<file path="src/rtl/wkbgv_pkg.sv">
`timescale 1ns / 1ps
// ----------------------------------------------------------------------------
// wkbgv_pkg
// Shared types and constants for the binary geometry record validator:
// the input and result word layouts, type word limits and geometry kinds.
// ----------------------------------------------------------------------------
package wkbgv_pkg;

  // input word: one record byte and its end mark
  typedef struct packed {
    logic [7:0] data_byte;
    logic       last_byte;
  } in_word_t;

  // result word: verdict and base geometry kind
  typedef struct packed {
    logic       valid_res;
    logic [1:0] geometry_kind;
  } out_word_t;

  // geometry kinds as reported on the result word
  localparam logic [1:0] KindUnknown = 2'd0;
  localparam logic [1:0] KindPoint   = 2'd1;
  localparam logic [1:0] KindLine    = 2'd2;
  localparam logic [1:0] KindPolygon = 2'd3;

  // byte order codes
  localparam logic [7:0] OrderBig    = 8'd0;
  localparam logic [7:0] OrderLittle = 8'd1;

  // type word limits
  localparam logic [31:0] MetaFlags     = 32'hE000_0000;
  localparam logic [31:0] ReservedLo    = 32'd1000;
  localparam logic [31:0] ReservedHi    = 32'd4000;
  localparam logic [31:0] MinRingPoints = 32'd3;
  localparam logic [31:0] TypeMaskReset = 32'd255;

  // coordinate bytes per point (two doubles)
  localparam logic [35:0] PointBytes = 36'd16;

endpackage

</file>
<file path="src/rtl/wkb_geometry_validator.sv">
`timescale 1ns / 1ps
// Path: the last byte of a record passes through the input register and then the result
// register before its result word can be taken.
// Throughput: one byte per cycle; the input register holds a last byte only while
// the result register still holds an untaken verdict.
// Reset (rst, synchronous): record state cleared, both registers empty, type mask 255.
// ----------------------------------------------------------------------------
// wkb_geometry_validator
// Streaming checker for binary geometry records, one byte per word. Walks the
// byte order, type word, counts and coordinate bytes of a point, line or
// polygon and gives one verdict at the last byte of each record.
// ----------------------------------------------------------------------------
module wkb_geometry_validator (
  input  logic                  clk,
  input  logic                  rst,
  input  logic                  in_valid,
  output logic                  in_ready,
  input  wkbgv_pkg::in_word_t   in_data,
  output logic                  out_valid,
  input  logic                  out_ready,
  output wkbgv_pkg::out_word_t  out_data,
  input  logic                  cfg_wr_en,
  input  logic [31:0]           cfg_wr_data
);

  // record phase, one-hot
  typedef enum logic [6:0] {
    PhOrder  = 7'b000_0001,
    PhType   = 7'b000_0010,
    PhLcount = 7'b000_0100,
    PhLoops  = 7'b000_1000,
    PhRing   = 7'b001_0000,
    PhCoord  = 7'b010_0000,
    PhDone   = 7'b100_0000
  } phase_t;

  logic [31:0]          type_mask;
  logic                 stage_valid;
  wkbgv_pkg::in_word_t  stage;
  logic                 stage_adv;

  phase_t               phase, phase_next;
  logic [1:0]           byte_index, byte_index_next;
  logic                 little_endian, little_endian_next;
  logic [31:0]          word_accum, word_accum_next;
  logic [31:0]          loops_left, loops_left_next;
  logic [35:0]          coord_left, coord_left_next;
  logic                 failed, failed_next;
  logic [1:0]           kind, kind_next;

  logic [31:0]          word_full;
  logic                 word_done;
  logic [31:0]          base_type;
  logic                 type_bad;
  logic [35:0]          coord_dec;
  wkbgv_pkg::out_word_t res_next;

  // configuration register
  always_ff @(posedge clk) begin
    if (rst) begin
      type_mask <= wkbgv_pkg::TypeMaskReset;
    end else if (cfg_wr_en) begin
      type_mask <= cfg_wr_data;
    end
  end

  // input register: a last byte waits here while the result register is full
  assign stage_adv = stage_valid && !(stage.last_byte && out_valid && !out_ready);
  assign in_ready  = !stage_valid || stage_adv;

  always_ff @(posedge clk) begin
    if (rst) begin
      stage_valid <= 1'b0;
    end else if (in_ready) begin
      stage_valid <= in_valid;
    end
  end

  always_ff @(posedge clk) begin
    if (in_valid && in_ready) begin
      stage <= in_data;
    end
  end

  // word assembly in either byte order
  assign word_full = little_endian
                   ? (word_accum | ({24'd0, stage.data_byte} << {byte_index, 3'b000}))
                   : {word_accum[23:0], stage.data_byte};
  assign word_done = (byte_index == 2'd3);
  assign base_type = word_full & type_mask;
  assign type_bad  = ((word_full & wkbgv_pkg::MetaFlags) != 32'd0)
                   || ((word_full >= wkbgv_pkg::ReservedLo)
                       && (word_full < wkbgv_pkg::ReservedHi));
  assign coord_dec = (coord_left != 36'd0) ? (coord_left - 36'd1) : coord_left;

  // record walk for the byte in the input register
  always_comb begin
    phase_next         = phase;
    byte_index_next    = byte_index;
    little_endian_next = little_endian;
    word_accum_next    = word_accum;
    loops_left_next    = loops_left;
    coord_left_next    = coord_left;
    failed_next        = failed;
    kind_next          = kind;
    res_next           = '0;
    if (stage_adv) begin
      if (!failed) begin
        case (phase)
          PhOrder: begin
            if (stage.data_byte == wkbgv_pkg::OrderLittle) begin
              little_endian_next = 1'b1;
              byte_index_next    = 2'd0;
              word_accum_next    = 32'd0;
              phase_next         = PhType;
            end else if (stage.data_byte == wkbgv_pkg::OrderBig) begin
              little_endian_next = 1'b0;
              byte_index_next    = 2'd0;
              word_accum_next    = 32'd0;
              phase_next         = PhType;
            end else begin
              failed_next = 1'b1;
            end
          end
          PhType, PhLcount, PhLoops, PhRing: begin
            if (!word_done) begin
              word_accum_next = word_full;
              byte_index_next = byte_index + 2'd1;
            end else begin
              word_accum_next = 32'd0;
              byte_index_next = 2'd0;
              if (phase == PhType) begin
                if (type_bad) begin
                  failed_next = 1'b1;
                end else if (base_type == 32'd1) begin
                  kind_next       = wkbgv_pkg::KindPoint;
                  coord_left_next = wkbgv_pkg::PointBytes;
                  phase_next      = PhCoord;
                end else if (base_type == 32'd2) begin
                  kind_next  = wkbgv_pkg::KindLine;
                  phase_next = PhLcount;
                end else if (base_type == 32'd3) begin
                  kind_next  = wkbgv_pkg::KindPolygon;
                  phase_next = PhLoops;
                end else begin
                  failed_next = 1'b1;
                end
              end else if (phase == PhLcount) begin
                if (word_full == 32'd0) begin
                  failed_next = 1'b1;
                end else begin
                  coord_left_next = {word_full, 4'b0000};
                  phase_next      = PhCoord;
                end
              end else if (phase == PhLoops) begin
                if (word_full == 32'd0) begin
                  failed_next = 1'b1;
                end else begin
                  loops_left_next = word_full;
                  phase_next      = PhRing;
                end
              end else begin
                if (word_full < wkbgv_pkg::MinRingPoints) begin
                  failed_next = 1'b1;
                end else begin
                  coord_left_next = {word_full, 4'b0000};
                  loops_left_next = loops_left - 32'd1;
                  phase_next      = PhCoord;
                end
              end
            end
          end
          PhCoord: begin
            coord_left_next = coord_dec;
            if (coord_dec == 36'd0) begin
              phase_next = (loops_left != 32'd0) ? PhRing : PhDone;
            end
          end
          default: begin
            // trailing byte after a complete geometry, or an unused code
            failed_next = 1'b1;
          end
        endcase
      end
      // verdict at the last byte, then a fresh record
      if (stage.last_byte) begin
        if (!failed_next && (phase_next == PhDone)) begin
          res_next.valid_res     = 1'b1;
          res_next.geometry_kind = kind_next;
        end else begin
          res_next.valid_res     = 1'b0;
          res_next.geometry_kind = wkbgv_pkg::KindUnknown;
        end
        phase_next         = PhOrder;
        byte_index_next    = 2'd0;
        little_endian_next = 1'b0;
        word_accum_next    = 32'd0;
        loops_left_next    = 32'd0;
        coord_left_next    = 36'd0;
        failed_next        = 1'b0;
        kind_next          = wkbgv_pkg::KindUnknown;
      end
    end
  end

  // record state
  always_ff @(posedge clk) begin
    if (rst) begin
      phase         <= PhOrder;
      byte_index    <= 2'd0;
      little_endian <= 1'b0;
      word_accum    <= 32'd0;
      loops_left    <= 32'd0;
      coord_left    <= 36'd0;
      failed        <= 1'b0;
      kind          <= wkbgv_pkg::KindUnknown;
    end else begin
      phase         <= phase_next;
      byte_index    <= byte_index_next;
      little_endian <= little_endian_next;
      word_accum    <= word_accum_next;
      loops_left    <= loops_left_next;
      coord_left    <= coord_left_next;
      failed        <= failed_next;
      kind          <= kind_next;
    end
  end

  // result register
  always_ff @(posedge clk) begin
    if (rst) begin
      out_valid <= 1'b0;
    end else if (stage_adv && stage.last_byte) begin
      out_valid <= 1'b1;
    end else if (out_ready) begin
      out_valid <= 1'b0;
    end
  end

  always_ff @(posedge clk) begin
    if (stage_adv && stage.last_byte) begin
      out_data <= res_next;
    end
  end

`ifndef SYNTHESIS
  // a passing verdict always names a geometry
  assert property (@(posedge clk) disable iff (rst)
    out_valid && out_data.valid_res |-> out_data.geometry_kind != wkbgv_pkg::KindUnknown)
    else $error("passing verdict without geometry kind");

  // a failing verdict carries no geometry
  assert property (@(posedge clk) disable iff (rst)
    out_valid && !out_data.valid_res |-> out_data.geometry_kind == wkbgv_pkg::KindUnknown)
    else $error("failing verdict with geometry kind");

  // the record state is cleared after its last byte
  assert property (@(posedge clk) disable iff (rst)
    stage_adv && stage.last_byte |=> phase == PhOrder && !failed && coord_left == 36'd0)
    else $error("record state not cleared after last byte");

  // coordinate phase always has bytes still to come
  assert property (@(posedge clk) disable iff (rst)
    phase == PhCoord |-> coord_left != 36'd0)
    else $error("coordinate phase with no bytes left");

  // input stalls only behind a pending verdict
  assert property (@(posedge clk) disable iff (rst)
    !in_ready |-> stage_valid && stage.last_byte && out_valid && !out_ready)
    else $error("input stalled without a pending verdict");
`endif

endmodule

</file>
<file path="config.mk">
export PLATFORM = sky130hd
export DESIGN_NAME = wkb_geometry_validator
export DESIGN_NICKNAME = d
export VERILOG_FILES = /design/src/rtl/wkbgv_pkg.sv /design/src/rtl/wkb_geometry_validator.sv
export SDC_FILE = /design/constraint.sdc
export NUM_CORES = 1
export LEC_CHECK = 0
export BUFFER_PORTS_ARGS = -buffer_cell sky130_fd_sc_hd__buf_2
export CORE_AREA = 2 2 189 191
export CTS_CLUSTER_SIZE = 16
export DETAILED_ROUTE_END_ITERATION = 10
export DIE_AREA = 0 0 191 193
export GPL_TIMING_DRIVEN = 1
export PLACE_DENSITY_LB_ADDON = 0.05
export SLEW_MARGIN = 20
export SYNTH_ARGS = -nofsm -noshare
export SYNTH_HDL_FRONTEND = slang
export SYNTH_SLANG_ARGS = --single-unit
export TNS_END_PERCENT = 20
</file>
<file path="constraint.sdc">
create_clock -name clk -period 4 [get_ports clk]
set_clock_uncertainty 0.1 [all_clocks]
set_input_delay 0.6 -clock clk [delete_from_list [all_inputs] [get_ports clk]]
set_output_delay 0.6 -clock clk [all_outputs]
set_load 0.02 [all_outputs]
</file>
==> flow_summary.toml, run 1 <==
[logic_synthesis]
synth_top_flop_cell = "sky130_fd_sc_hd__dfxtp_1"
synthesized_nets = 1302
proportion_of_register_bits_with_asynchronous_set_or_reset_after_synthesis_pct = 0
yosys.area.top_type_share_pct = 30.65
synth-warning-count = 0
synth.avg_cell_area_um2 = 7.662
synth_top_area_cell = "sky130_fd_sc_hd__dfxtp_1"
synth_edf_count = 12
synth_area_leaders = "sky130_fd_sc_hd__dfxtp_1 31%, sky130_fd_sc_hd__nor2_1 7.0%, sky130_fd_sc_hd__mux2i_1 6.8%, sky130_fd_sc_hd__a21oi_1 6.2%, sky130_fd_sc_hd__o21ai_0 4.4%"
post_synth_inst_count = 1253
synth.cell_area_um2 = 9600
synth-seq-area-share_pct = 34.41
yosys.cell_types.count = 80
number_of_flip_flops_and_latches_in_the_synthesized_netlist = 159

[critical_path]
critPathMaxFanout = 5
timing.critical_path.slowest_cell_delay_ns = 0.53
critPathSlowestCell = "sky130_fd_sc_hd__or4b_1"
path_depth = 9
path_class = "flip-flop to flip-flop"
critPathArrivalTime_ns = 4.03
cp-end-kind = "flip-flop"
cp.required_ns = 4.19
worst-r2r-cell-count = 9
crit_path_cell_trace = "or3_1, or3_1, or4b_1, or3_1, or3_1, nor4_1, nand4_1, a211oi_2, a21boi_1"
crit_path_frequent_cell = "sky130_fd_sc_hd__or3_1"
cp_num_buf_inv = 0
crit_path_start_kind = "flip-flop"
critPathTopFamily = "simple AND/OR/NAND/NOR gates"

[global_routing]
vias_in_the_first_global_route = 9380
grt_antenna_before_repair = 0
first_pass_grt_wire_length_um = 59640
largest_net_degree_at_the_start_of_global_routing = 124
gr-usage-all-layers_pct = 21.64
grt_overflow = 0

[final_layout]
ff_latch_area_um2 = 3307
multi_input_area_um2 = 5874
antenna_cells_inserted = 0
nets = 1372
layout_common_cells = "180 x sky130_fd_sc_hd__nor2_1, 144 x sky130_fd_sc_hd__dfxtp_1, 118 x sky130_fd_sc_hd__a21oi_1, 98 x sky130_fd_sc_hd__nand2_1, 84 x sky130_fd_sc_hd__o21ai_0"
number_of_fillers_in_the_final_layout = 3822
syn_to_final_growth_pct = 19.22
final_common_cell = "sky130_fd_sc_hd__nor2_1"
drive_gt1_share_pct = 15.04
finalCoreUtilization_pct = 32.74

[placed_design]
buffer_ports.inserted = 50
finalWeightedCongestion = 0.8648
post-dp-hpwl_um = 28620

[clock_network]
htree_num_levels = 4
tritoncts.num_buffers = 17
cts.clk_slew.worst_paths_ns = 0.07
worstSkewPairLatency_ns = 0.44
tritoncts = "built"
cts-root-to-sink-buffers = 2
cts.sinks = 159
cts_root_buf = "sky130_fd_sc_hd__clkbuf_16"

[worst_hold_path]
min_path_cells = 1
hp-class = "primary input to flip-flop"

[pwr]
pwr_density_cell_nw_per_um2 = 341.7
leak_nw = 4.423
ir_drop_worst_case_vdd_uv = 321.0
power_mw = 3.911

[floorplan]
floorplan.die_area_um2 = 36860
top_level_ports = 51
initial_core_util_pct = 27.46
die_h_um = 193
chipWidth_um = 191
floorplan.rows = 69
core_area_um2 = 34960

[sta]
finalSetupViolations = 0
report.final.hold_viol_count = 0
slew-limit-headroom_pct = 34.07
least_margin_pin_slew_ns = 0.9890
finalMaxSlewViolations = 0
max_freq_mhz = 260.6
rsz0062_at_grt = "no"
post-route-period-util_pct = 95.94
finalCriticalPeriod_ns = 3.838
finalSetupTns_ns = 0

[routing]
post-route-drc-count = 0
count_of_vias_placed_by_the_detailed_router = 9737
drt-pass1-iter-count = 5
dr.first_iter.drc_count = 623
totalWireLength_um = 39160
vias_per_cell = 5.418
route.detailed.wl_per_inst_um = 21.79
postRouteAntennaNets = 0

[flow_run]
max_cap_violations = 0

[outcome]
run_status = "finished clean"
-- cells by family (layout without fill, tap and decap cells) --
kind of cell	after synthesis	count (layout)	share of synthesized area, %
flip-flops	159	159	34.41
AND/OR/NAND/NOR	544	544	28.85
multiplexers	68	68	7.129
AO/OA/AOI/OAI	343	343	22.13
buffers and inverters	111	194	4.796
adder cells (fa/ha/maj)	4	4	0.4953
XOR/XNOR	24	24	2.189
-- flip-flops by register name (all words and copies together) (netlist names) --
signal / flops
coord_left: 36
little_endian: 1
byte_index: 2
out_data: 3
loops_left: 32
phase: 7
type_mask: 32
word_accum: 32
kind: 2
stage: 9
stage_valid: 1
failed: 1
out_valid: 1
-- final timing paths --
check / endpoint / from / slack [ns]
worst max-delay path: out_data[1] / loops_left[15] / 0.16
worst min-delay path: stage[6] / in_data[6] / 0.23
worst max register to register: out_data[1] / loops_left[15] / 0.16
worst min register to register: loops_left[17] / loops_left[17] / 0.37
-- synth_stat cells, types with 12 or more instances --
library cell and number:
sky130_fd_sc_hd__nor2_1 180, sky130_fd_sc_hd__dfxtp_1 147, sky130_fd_sc_hd__a21oi_1 119, sky130_fd_sc_hd__nand2_1 99
sky130_fd_sc_hd__o21ai_0 84, sky130_fd_sc_hd__clkbuf_1 74, sky130_fd_sc_hd__mux2i_1 65, sky130_fd_sc_hd__nor3_1 58
sky130_fd_sc_hd__or3_1 30, sky130_fd_sc_hd__nor4_1 27, sky130_fd_sc_hd__nand3_1 25, sky130_fd_sc_hd__inv_1 22
sky130_fd_sc_hd__or4_1 19, sky130_fd_sc_hd__a22oi_1 15, sky130_fd_sc_hd__o22ai_1 14, sky130_fd_sc_hd__nand2b_1 13
sky130_fd_sc_hd__nand4b_1 13, sky130_fd_sc_hd__xor2_1 13, sky130_fd_sc_hd__a21o_1 12, sky130_fd_sc_hd__and2_1 12
sky130_fd_sc_hd__edfxtp_1 12
-- final cells by class --
cell class	instances	share of cell area, %
Clock buffer	21	4.121
Clock inverter	11	0.9182
Inverter	22	0.7215
Multi-Input combinational cell	983	51.32
Sequential cell	159	28.89
Tap cell	461	5.039
Timing Repair Buffer	140	8.986
-- layer usage --
metal | GRT usage (%) | vias up | wire length (um) | part of all wire (%)
li1 | - | 4756 | - | -
met1 | 29.15 | 4717 | 18530 | 47
met2 | 35.47 | 226 | 18140 | 46
met3 | 4.090 | 38 | 1788 | 4.6
met4 | 5.665 | 0 | 698 | 1.8
met5 | 0 | - | 0 | 0
-- through the flow --
step	hold WS [ns]	cell area, um2	worst slack, ns	instances
finish	0.2277	11450	0.1625	1797
global placement	0.3622	10840	0.03268	1764
floorplan	0.3346	9600	0.4425	1253
detailed placement	0.3615	10840	0.0003917	1764
CTS	0.2089	11430	0.08561	1797
global route	0.2096	11450	0.01578	1797
-- report_power, final --
group	switching [mW]	total [mW]	internal (mW)
Clock	0.730	1.64	0.915
Combinational	0.350	0.580	0.230
Sequential	0.0427	1.69	1.64
-- timing repair --
action                                  CTS  global route
setup buffers                             1             0
resized for setup                         0             6
endpoints found under the setup margin    2             7
hold buffers                              0             0
pin swaps                                 1             1
Power figures use the tool's default switching activity.
==> run 2: changes to the inputs <==
--- a/config.mk
+++ b/config.mk
@@ -11,7 +11,6 @@
 export DETAILED_ROUTE_END_ITERATION = 10
 export DIE_AREA = 0 0 191 193
 export GPL_TIMING_DRIVEN = 1
-export PLACE_DENSITY_LB_ADDON = 0.05
 export SLEW_MARGIN = 20
 export SYNTH_ARGS = -nofsm -noshare
 export SYNTH_HDL_FRONTEND = slang
==> run 2 against run 1 <==
Fmax increased by 0.52%. Via count is 1.7% higher. Global-route usage shrank 3.6 points. Register-to-register slack improved by 0.02 ns. Count of clock-buffer cells in the layout decreased by 3. Sequential power hardly changed. Largest power group unchanged.
==> flow_summary.toml, run 2 (synthesis results as in run 1) <==
[clock_network]
cts.clk_slew.worst_paths_ns = 0.07
worstSkewPairLatency_ns = 0.45
cts-root-to-sink-buffers = 2
cts_root_buf = "sky130_fd_sc_hd__clkbuf_16"
cts.sinks = 159
tritoncts.num_buffers = 17
tritoncts = "built"
htree_num_levels = 4

[global_routing]
gr-usage-all-layers_pct = 18.04
vias_in_the_first_global_route = 9017
grt_overflow = 0
first_pass_grt_wire_length_um = 52070
largest_net_degree_at_the_start_of_global_routing = 71
grt_antenna_before_repair = 0

[critical_path]
path_depth = 9
crit_path_cell_trace = "or4_1, or4b_4, or3b_4, nand2b_1, nand3_1, nor4b_1, nand4_1, a211oi_2, a21boi_1"
cp.required_ns = 4.19
critPathSlowestCell = "sky130_fd_sc_hd__or4_1"
timing.critical_path.slowest_cell_delay_ns = 0.60
cp_num_buf_inv = 0
cp-end-kind = "flip-flop"
critPathTopFamily = "simple AND/OR/NAND/NOR gates"
critPathMaxFanout = 13
critPathArrivalTime_ns = 4.01
worst-r2r-cell-count = 9
timing.rr.start = "coord_left[22]"
crit_path_start_kind = "flip-flop"
path_class = "flip-flop to flip-flop"
critical_path.reg2reg.endpoint = "out_data[1]"
setup.reg_to_reg.worst_slack_ns = 0.18

[placed_design]
finalWeightedCongestion = 0.9200
post-dp-hpwl_um = 23930
dpl.cell_count = 1749
buffer_ports.inserted = 50
pre_cts_slack_ns = 0.1696

[final_layout]
antenna_cells_inserted = 0
ff_latch_area_um2 = 3304
largest_register_ffs = 36
number_of_fillers_in_the_final_layout = 3703
register_with_the_most_flip_flops = "coord_left"
layout_common_cells = "180 x sky130_fd_sc_hd__nor2_1, 146 x sky130_fd_sc_hd__dfxtp_1, 118 x sky130_fd_sc_hd__a21oi_1, 98 x sky130_fd_sc_hd__nand2_1, 84 x sky130_fd_sc_hd__o21ai_0"
drive_gt1_share_pct = 13.93
nets = 1357
multi_input_area_um2 = 5866
syn_to_final_growth_pct = 17.48
layoutNonFillerInstCount = 1782
final_common_cell = "sky130_fd_sc_hd__nor2_1"

[pwr]
clock_power_share_pct = 43.0
power_mw = 3.917
power.share.combinational_pct = 14.0
sequentialPowerShare_pct = 43.0
pwr_density_cell_nw_per_um2 = 347.3
swShare_pct = 29.80
leak_nw = 4.328
internal-power_mw = 2.750
ir_drop_worst_case_vdd_uv = 235.5
switching_power_mw = 1.167

[routing]
count_of_vias_placed_by_the_detailed_router = 9907
postRouteAntennaNets = 0
route.detailed.wl_per_inst_um = 18.52
dr.first_iter.drc_count = 984
totalWireLength_um = 33010
vias_per_cell = 5.559
drt-pass1-iter-count = 5
post-route-drc-count = 0

[outcome]
run_status = "finished clean"

[sta]
finalSetupViolations = 0
least_margin_pin_slew_ns = 0.9532
rsz0062_at_grt = "no"
finalWorstSetupSlack_ns = 0.1822
report.final.hold_viol_count = 0
finalCriticalPeriod_ns = 3.818
post-route-period-util_pct = 95.45
post_route_worst_hold_slack_ns = 0.2234
finalSetupTns_ns = 0
finalMaxSlewViolations = 0
slew-limit-headroom_pct = 36.46
max_freq_mhz = 261.9

[floorplan]
floorplan.die_area_um2 = 36860
die_h_um = 193
core_area_um2 = 34960
chipWidth_um = 191
floorplan.rows = 69
initial_core_util_pct = 27.46
top_level_ports = 51

[flow_run]
max_cap_violations = 0

[worst_hold_path]
hp-class = "primary input to flip-flop"
min_path_cells = 1
worst_hold_path.endpoint = "stage[7]"
hold_start = "in_data[7]"
-- run 2: cell count changes in the layout (fill, tap and decap cells not counted), sizes merged --
| cell | delta |
|---|---|
| inv | +6 |
| clkinv | -3 |
| buf | -15 |
| clkbuf | -3 |
-- run 2: layout make-up --
class	count	share of cell area (%)
Timing Repair Buffer	125	7.566
Clock inverter	14	1.475
Inverter	22	0.7322
Sequential cell	159	29.30
Clock buffer	18	3.805
Tap cell	461	5.114
Multi-Input combinational cell	983	52.01
-- run 2: worst max-delay path by stage --
stage	startpoint	endpoint	slack (ns)
global placement	loops_left[15]	out_data[1]	0.29
detailed placement	coord_left[22]	out_data[0]	0.17
floorplan	coord_left[18]	out_data[0]	0.44
CTS	coord_left[22]	out_data[1]	0.16
global route	little_endian	coord_left[6]	0.001
finish	coord_left[22]	out_data[1]	0.18
-- run 2: layer usage --
metal	track usage, %	wire length, um	vias up
met5	0	0	-
met4	6.679	864	0
met3	2.914	2344	52
met2	27.66	14580	380
met1	25.39	15220	4772
li1	-	-	4703
-- run 2: timing repair --
item | CTS | global route
hold buffers | 0 | 0
hold endpoints to repair | 0 | 0
endpoints found under the setup margin | 0 | 2
resized for setup | 0 | 1
setup buffers | 0 | 1
-- run 2: power by group through the flow --
stage / Sequential (mW) / Combinational [mW] / Clock [mW]
2_1_floorplan: 1.70 / 0.388 / 0
3_3_place_gp: 1.72 / 0.530 / 0
3_5_place_dp: 1.72 / 0.538 / 0
4_1_cts: 1.68 / 0.541 / 1.70
5_1_grt: 1.69 / 0.609 / 1.77
6_report: 1.68 / 0.548 / 1.68
-- run 2: worst register-to-register path: stages (launching register included) --
cell	delay, ns
sky130_fd_sc_hd__dfxtp_1	0.36
sky130_fd_sc_hd__or4_1	0.60
sky130_fd_sc_hd__or4b_4	0.59
sky130_fd_sc_hd__or3b_4	0.52
sky130_fd_sc_hd__nand2b_1	0.20
sky130_fd_sc_hd__nand3_1	0.14
sky130_fd_sc_hd__nor4b_1	0.43
sky130_fd_sc_hd__nand4_1	0.26
sky130_fd_sc_hd__a211oi_2	0.28
sky130_fd_sc_hd__a21boi_1	0.18
-- run 2: through the flow --
stage	utilization [%]	instance area, um2
floorplan	-	9600
global placement	30.50	10660
detailed placement	30.50	10660
CTS	32.20	11260
global route	32.26	11280
finish	32.26	11280
==> run 3: changes to the inputs <==
--- a/config.mk
+++ b/config.mk
@@ -6,11 +6,15 @@
 export NUM_CORES = 1
 export LEC_CHECK = 0
 export BUFFER_PORTS_ARGS = -buffer_cell sky130_fd_sc_hd__buf_2
+export CELL_PAD_IN_SITES_DETAIL_PLACEMENT = 1
+export CELL_PAD_IN_SITES_GLOBAL_PLACEMENT = 1
 export CORE_AREA = 2 2 189 191
 export CTS_CLUSTER_SIZE = 16
 export DETAILED_ROUTE_END_ITERATION = 10
 export DIE_AREA = 0 0 191 193
 export GPL_TIMING_DRIVEN = 1
+export PLACE_DENSITY_LB_ADDON = 0.1
+export SKIP_CTS_REPAIR_TIMING = 1
 export SLEW_MARGIN = 20
 export SYNTH_ARGS = -nofsm -noshare
 export SYNTH_HDL_FRONTEND = slang
==> run 3 against run 2 <==
Combinational power grew 10%. Fmax fell by 1.0%. Sequential power hardly changed. Critical path depth increased by 2. Final area increased by 1.4%. Hold slack got worse by 0.0069 ns. First-iteration DRC count shrank 39%. Largest cell class unchanged.
==> flow_summary.toml, run 3 (synthesis results as in run 1) <==
[worst_hold_path]
hp-class = "primary input to flip-flop"

[placed_design]
buffer_ports.inserted = 50
post-dp-hpwl_um = 29920
finalWeightedCongestion = 0.8517
pre_cts_slack_ns = -0.02436

[final_layout]
final_common_cell = "sky130_fd_sc_hd__nor2_1"
nets = 1375
ff_latch_area_um2 = 3306
drive_gt1_share_pct = 15.09
layout_common_cells = "180 x sky130_fd_sc_hd__nor2_1, 145 x sky130_fd_sc_hd__dfxtp_1, 118 x sky130_fd_sc_hd__a21oi_1, 98 x sky130_fd_sc_hd__nand2_1, 88 x sky130_fd_sc_hd__buf_4"
multi_input_area_um2 = 5881
antenna_cells_inserted = 0
number_of_fillers_in_the_final_layout = 4267
syn_to_final_growth_pct = 19.09
register_with_the_most_flip_flops = "coord_left"
largest_register_ffs = 36
finalCoreUtilization_pct = 32.70

[floorplan]
core_area_um2 = 34960
initial_core_util_pct = 27.46
floorplan.rows = 69
die_h_um = 193
floorplan.die_area_um2 = 36860
top_level_ports = 51
chipWidth_um = 191

[routing]
post-route-drc-count = 0
route.detailed.wl_per_inst_um = 22.57
drt-pass1-iter-count = 5
dr.first_iter.drc_count = 597
totalWireLength_um = 40630
postRouteAntennaNets = 0
count_of_vias_placed_by_the_detailed_router = 9837
vias_per_cell = 5.465

[sta]
report.final.hold_viol_count = 0
slew-limit-headroom_pct = 34.56
least_margin_pin_slew_ns = 0.9815
rsz0062_at_grt = "no"
post-route-period-util_pct = 96.41
finalMaxSlewViolations = 0
finalWorstSetupSlack_ns = 0.1436
finalCriticalPeriod_ns = 3.856
finalSetupTns_ns = 0
finalSetupViolations = 0
max_freq_mhz = 259.3

[clock_network]
cts-root-to-sink-buffers = 2
cts_root_buf = "sky130_fd_sc_hd__clkbuf_16"
worstSkewPairLatency_ns = 0.46
cts.sinks = 159
cts.clk_slew.worst_paths_ns = 0.07
tritoncts.num_buffers = 17
htree_num_levels = 4
tritoncts = "built"

[critical_path]
path_class = "flip-flop to flip-flop"
cp-end-kind = "flip-flop"
crit_path_start_kind = "flip-flop"
cp.required_ns = 4.10
critPathMaxFanout = 30
critPathArrivalTime_ns = 3.95

[outcome]
run_status = "finished clean"

[global_routing]
grt_overflow = 0
first_pass_grt_wire_length_um = 62410
largest_net_degree_at_the_start_of_global_routing = 115
grt_antenna_before_repair = 1
gr-usage-all-layers_pct = 22.61
vias_in_the_first_global_route = 9894

[flow_run]
max_cap_violations = 0

[pwr]
leak_nw = 4.415
pwr_density_cell_nw_per_um2 = 346.1
ir_drop_worst_case_vdd_uv = 296.7
-- run 3: changes by cell type in the layout (fill, tap and decap cells not counted), sizes merged --
cell,before,now
buf,125,143
clkbuf,18,19
inv,30,29
-- run 3: path summary, 6_finish.rpt --
check                           slack (ns)        endpoint  depth (start not counted)      startpoint
worst min-delay path                  0.22        stage[5]                          1      in_data[5]
worst min register to register        0.38  loops_left[23]                          2  loops_left[23]
worst max register to register        0.14     out_data[1]                         11   little_endian
worst max-delay path                  0.14     out_data[1]                         11   little_endian
-- run 3: cell type report --
cell class,instances,share of cell area [%]
Multi-Input combinational cell,983,51.43
Timing Repair Buffer,143,8.973
Clock inverter,13,1.127
Tap cell,461,5.045
Inverter,22,0.7223
Sequential cell,159,28.91
Clock buffer,19,3.786
-- run 3: critical path, cell delays in order (launching register included) --
cell	delay [ns]
sky130_fd_sc_hd__dfxtp_2	0.56
sky130_fd_sc_hd__buf_12	0.24
sky130_fd_sc_hd__mux2i_1	0.22
sky130_fd_sc_hd__o21ai_0	0.28
sky130_fd_sc_hd__nand3b_1	0.25
sky130_fd_sc_hd__or4_1	0.55
sky130_fd_sc_hd__nor4_1	0.37
sky130_fd_sc_hd__buf_4	0.19
sky130_fd_sc_hd__a2111oi_1	0.07
sky130_fd_sc_hd__o31ai_1	0.45
sky130_fd_sc_hd__a211oi_2	0.12
sky130_fd_sc_hd__a21boi_1	0.16
-- run 3: metrics by stage --
stage / total power, mW / std cells / hold slack [ns] / instance area [um2]
6_report: 3.957 / 1800 / 0.2165 / 11430
5_1_grt: 4.147 / 1800 / 0.1954 / 11430
4_1_cts: 4.001 / 1800 / 0.1983 / 11410
3_5_place_dp: 2.324 / 1768 / 0.3709 / 10850
3_3_place_gp: 2.322 / 1768 / 0.3660 / 10850
2_1_floorplan: 2.090 / 1253 / 0.3346 / 9600
-- run 3: report_power, final --
part	internal (mW)	switching (mW)	leakage, nW
combinational	0.242	0.361	2.83
clock	0.873	0.793	0.271
sequential	1.64	0.0443	1.31
-- run 3: routing by layer --
layer	up-vias	wire [um]	track usage, %
met5	-	0	0
met4	0	786	6.172
met3	39	1341	3.493
met2	180	18710	37.00
met1	4857	19790	30.90
li1	4761	-	-
